<file path="config.mk">
export PLATFORM = sky130hd
export DESIGN_NAME = tril_ctrl
export DESIGN_NICKNAME = d
export VERILOG_FILES = /design/src/hdl/tril_pkg.sv /design/src/hdl/tril_ctrl.sv
export SDC_FILE = /design/constraint.sdc
export NUM_CORES = 1
export LEC_CHECK = 0
export BUFFER_PORTS_ARGS = -buffer_cell sky130_fd_sc_hd__buf_2
export CORE_AREA = 8 8 45 47
export CTS_CLUSTER_SIZE = 16
export DETAILED_ROUTE_END_ITERATION = 7
export DIE_AREA = 0 0 53 55
export PLACE_DENSITY_LB_ADDON = 0.05
export SETUP_SLACK_MARGIN = 0.4
export SLEW_MARGIN = 20
export SYNTH_ARGS = -nofsm -noshare
export SYNTH_HDL_FRONTEND = slang
export SYNTH_SLANG_ARGS = --single-unit
</file>
<file path="constraint.sdc">
create_clock -name aclk -period 1.65 [get_ports aclk]
set_input_delay 0.33 -clock aclk [delete_from_list [all_inputs] [get_ports aclk]]
set_output_delay 0.33 -clock aclk [all_outputs]
set_load 0.005 [all_outputs]
</file>
<file path="src/hdl/tril_pkg.sv">
`default_nettype none

package tril_pkg;

    localparam logic ACT_INSERT = 1'b0;
    localparam logic ACT_LOOKUP = 1'b1;

    typedef struct packed {
        logic       action;
        logic [7:0] symbol;
        logic       last_symbol;
    } in_t;

    typedef struct packed {
        logic found;
        logic table_full;
    } out_t;

    typedef enum logic [2:0] {
        ST_CLEAR,
        ST_IDLE,
        ST_STEP,
        ST_MARK,
        ST_RESULT
    } state_t;

    typedef struct packed {
        logic clear_en;
        logic accept_en;
        logic step_en;
        logic mark_en;
        logic load_out;
    } ctrl_cmd_t;

    typedef struct packed {
        logic clear_done;
        logic last;
        logic lookup;
        logic out_free;
    } ctrl_sts_t;

endpackage

`default_nettype wire

</file>
<file path="src/hdl/tril_ctrl.sv">
`default_nettype none

module tril_ctrl (
    input  wire logic                aclk,
    input  wire logic                aresetn,
    input  wire logic                s_valid,
    input  wire tril_pkg::ctrl_sts_t sts,
    output tril_pkg::ctrl_cmd_t      cmd
);

    import tril_pkg::*;

    state_t state_reg;
    state_t state_next;

    always_ff @(posedge aclk) begin
        if (!aresetn) begin
            state_reg <= ST_CLEAR;
        end else begin
            state_reg <= state_next;
        end
    end

    always_comb begin
        state_next = state_reg;
        unique case (state_reg)
            ST_CLEAR: begin
                if (sts.clear_done) begin
                    state_next = ST_IDLE;
                end
            end
            ST_IDLE: begin
                if (s_valid) begin
                    state_next = ST_STEP;
                end
            end
            ST_STEP: begin
                if (!sts.last) begin
                    state_next = ST_IDLE;
                end else if (sts.lookup) begin
                    state_next = ST_MARK;
                end else begin
                    state_next = ST_RESULT;
                end
            end
            ST_MARK: begin
                state_next = ST_RESULT;
            end
            ST_RESULT: begin
                if (sts.out_free) begin
                    state_next = ST_IDLE;
                end
            end
            default: begin
                state_next = ST_CLEAR;
            end
        endcase
    end

    always_comb begin
        cmd = '0;
        unique case (state_reg)
            ST_CLEAR:  cmd.clear_en  = 1'b1;
            ST_IDLE:   cmd.accept_en = 1'b1;
            ST_STEP:   cmd.step_en   = 1'b1;
            ST_MARK:   cmd.mark_en   = 1'b1;
            ST_RESULT: cmd.load_out  = sts.out_free;
            default:   cmd = '0;
        endcase
    end

endmodule

`default_nettype wire

</file>
==> impl_metrics.tcl <==
set metrics [dict create \
    p_sw_share_pct 24.9 \
    io_buffers 11 \
    dieArea_um2 2920 \
    ff2ff_setup_slack_ns 0.45 \
    syn_area_per_cell_um2 8.66 \
    grt_max_degree 10 \
    timing.final.ws_setup_ns 0.269 \
    arrival_ns 1.05 \
    grt_antenna_before_repair 0 \
    critPathLaunchType "flip-flop" \
    fp.dieH_um 55 \
    place.gp.congestion 0.643 \
    detail_route.vias_per_cell 4.20 \
    worstSkewPairLatency_ns 0.23 \
    worstPathRequired_ns 1.32 \
    p_comb_share_pct 20.6 \
    cts_tree "built" \
    vdd_ir_drop_max_mv 0.209 \
    leakage_uw 0.000167 \
    finalSetupTns_ns 0 \
    synth.distinct_cells 21 \
    diodes 0 \
    gr-usage-all-layers_pct 5.24 \
    hpwlAfterDp_um 482 \
    vias 248 \
    totalWireLength_um 706 \
    start_util_pct 16.3 \
    drt_iter0_markers 4 \
    slew_headroom_pct 87.0 \
    yosys_register_bits 3 \
    overflow 0 \
    path_class "flip-flop to output port" \
    seqPwrFrac_pct 31.3 \
    area_growth_pct 52.8 \
    holdCritPathClass "input port to flip-flop" \
    drive_above_1_share_pct 53.5 \
    nNetsFinal 51 \
    netlist_instances 26 \
    clkTransAtPathRegs_ns 0.04 \
    clkSinkCount 3 \
    cts_buffers 3 \
    p_clk_share_pct 48.0 \
    dieWidth_um 53 \
    largest_reg_flops 3 \
    r2r_cells 3 \
    ios 12 \
    clk_path_buf_depth 2 \
    holdPathStages 2 \
    avgRoutedWirePerCell_um 12.0 \
    rsz0062_at_grt "yes" \
    grt_pass1_vias 269 \
    p_per_area_nw_per_um2 770 \
    detailedPlace.worstSlack_ns 0.322 \
    syn_nets 33 \
    period_share_pct 83.7 \
    drc 0 \
    power.switching_uw 66.0 \
    maxCapViolations 0 \
    cp_max_fo 5 \
    grt_pass1_wl_um 1040 \
    seq_area_frac_synth_pct 26.7 \
    crit_path_end_kind "output port" \
    internal-power_uw 199 \
    route.antenna.remaining_nets 0 \
    max_freq_mhz 724 \
    rr_startpoint "state_reg[1]" \
    final_cell_mix "buf_2 (11), buf_4 (5), clkbuf_4 (3), dfxtp_4 (3)" \
    finalSetupViolations 0 \
    worst_pin_slew_ns 0.193 \
    ys_warn_count 0 \
    status "complete, no violations" \
    min-delay-start "aresetn" \
    worst_clock_skew_ns 0.000965 \
    rows 14 \
    r2r_end "state_reg[2]" \
    drv_slew 0 \
    syn_area_um2 225 \
    hold_viol_final 0 \
    root_buffer "clkbuf_4" \
    core_um2 1380 \
    fin_crit_ns 1.38 \
    dr.pass1.iters 2 \
    final_common_cell "buf_2" \
    h-tree-depth 1 \
    whs_endpoint "state_reg[0]" \
]
## worst max-delay path, cell delays in order (launching register included)
cell and delay, ns:
dfxtp_4 0.36, or2b_1 0.26, nor2_1 0.09, buf_2 0.11
## Yosys cell counts
master	instances	area share [%]
dfxtp_1	3	27
nand2_1	2	3.3
nor2_1	2	3.3
nor3_1	2	4.4
a21boi_1	1	3.3
and3b_1	1	3.9
and4bb_2	1	5.6
buf_6	1	5.0
buf_8	1	6.7
clkbuf_2	1	2.2
inv_1	1	1.7
nand4b_1	1	3.9
nor2b_1	1	2.8
nor3b_1	1	3.3
o21ai_0	1	2.2
o21bai_1	1	3.3
o22ai_1	1	2.8
o311a_1	1	4.4
o31ai_1	1	3.3
or2b_1	1	3.3
or4b_1	1	4.4
## power by group through the flow
| stage | logic (µW) | registers [µW] | clock network [µW] |
|---|---|---|---|
| global placement | 38.6 | 88.9 | 0 |
| finish | 54.7 | 83.1 | 127 |
| floorplan | 36.2 | 80.5 | 0 |
| global route | 59.8 | 83.8 | 138 |
| detailed placement | 38.1 | 89.1 | 0 |
| CTS | 55.0 | 83.0 | 134 |
## metal layers
metal / vias up / track usage [%] / part of all wire [%]
met3: 0 / 2.41 / 5.2
met5: - / 0 / 0
met1: 109 / 6.05 / 50
li1: 129 / - / -
met2: 10 / 6.84 / 45
met4: 0 / 5.17 / 0
## cells by family (layout without fill, tap and decap cells)
| logic type | count (synthesis) | after routing | share of synthesized area (%) |
|---|---|---|---|
| AO/OA/AOI/OAI | 6 | 6 | 19.4 |
| buffers and inverters | 4 | 21 | 15.5 |
| flip-flops | 3 | 3 | 26.7 |
| AND/OR/NAND/NOR | 13 | 13 | 38.3 |
## what timing repair did
action | 4_1_cts | 5_1_grt
buffers inserted | 5 | 0
endpoints found under the setup margin | 5 | 5
pin swaps | 1 | 0
gates cloned | 0 | 0
resized for setup | 6 | 0
hold buffers | 0 | 0
## per-stage QoR
step / std cells / instance area, µm² / hold WS [ns] / util, % / total power (µW)
floorplan: 26 / 225 / 0.461 / - / 117
finish: 59 / 344 / 0.348 / 24.9 / 265
global route: 59 / 344 / 0.347 / 24.9 / 281
CTS: 59 / 344 / 0.340 / 24.9 / 272
detailed placement: 50 / 269 / 0.596 / 19.4 / 127
global placement: 50 / 269 / 0.601 / 19.4 / 127
## cell type report
cell class,count,area (µm²)
fill,161,1040
multi-input combinational,19,130
timing repair buffer,16,92.6
sequential,3,71.3
clock buffer,4,26.3
tap,16,20.0
inverter,1,3.75
## worst max path at each step
stage / cells after the start / from / to / slack [ns]
final: 3 / state_reg[1] / cmd[1] / 0.27
after global placement: 3 / state_reg[1] / cmd[1] / 0.33
after CTS: 3 / state_reg[1] / cmd[1] / 0.26
after floorplan: 3 / state_reg[1] / cmd[1] / 0.54
after global routing: 3 / state_reg[1] / cmd[1] / 0.22
after detailed placement: 3 / state_reg[1] / cmd[1] / 0.32
No activity file was read; power rests on OpenSTA's default activity.
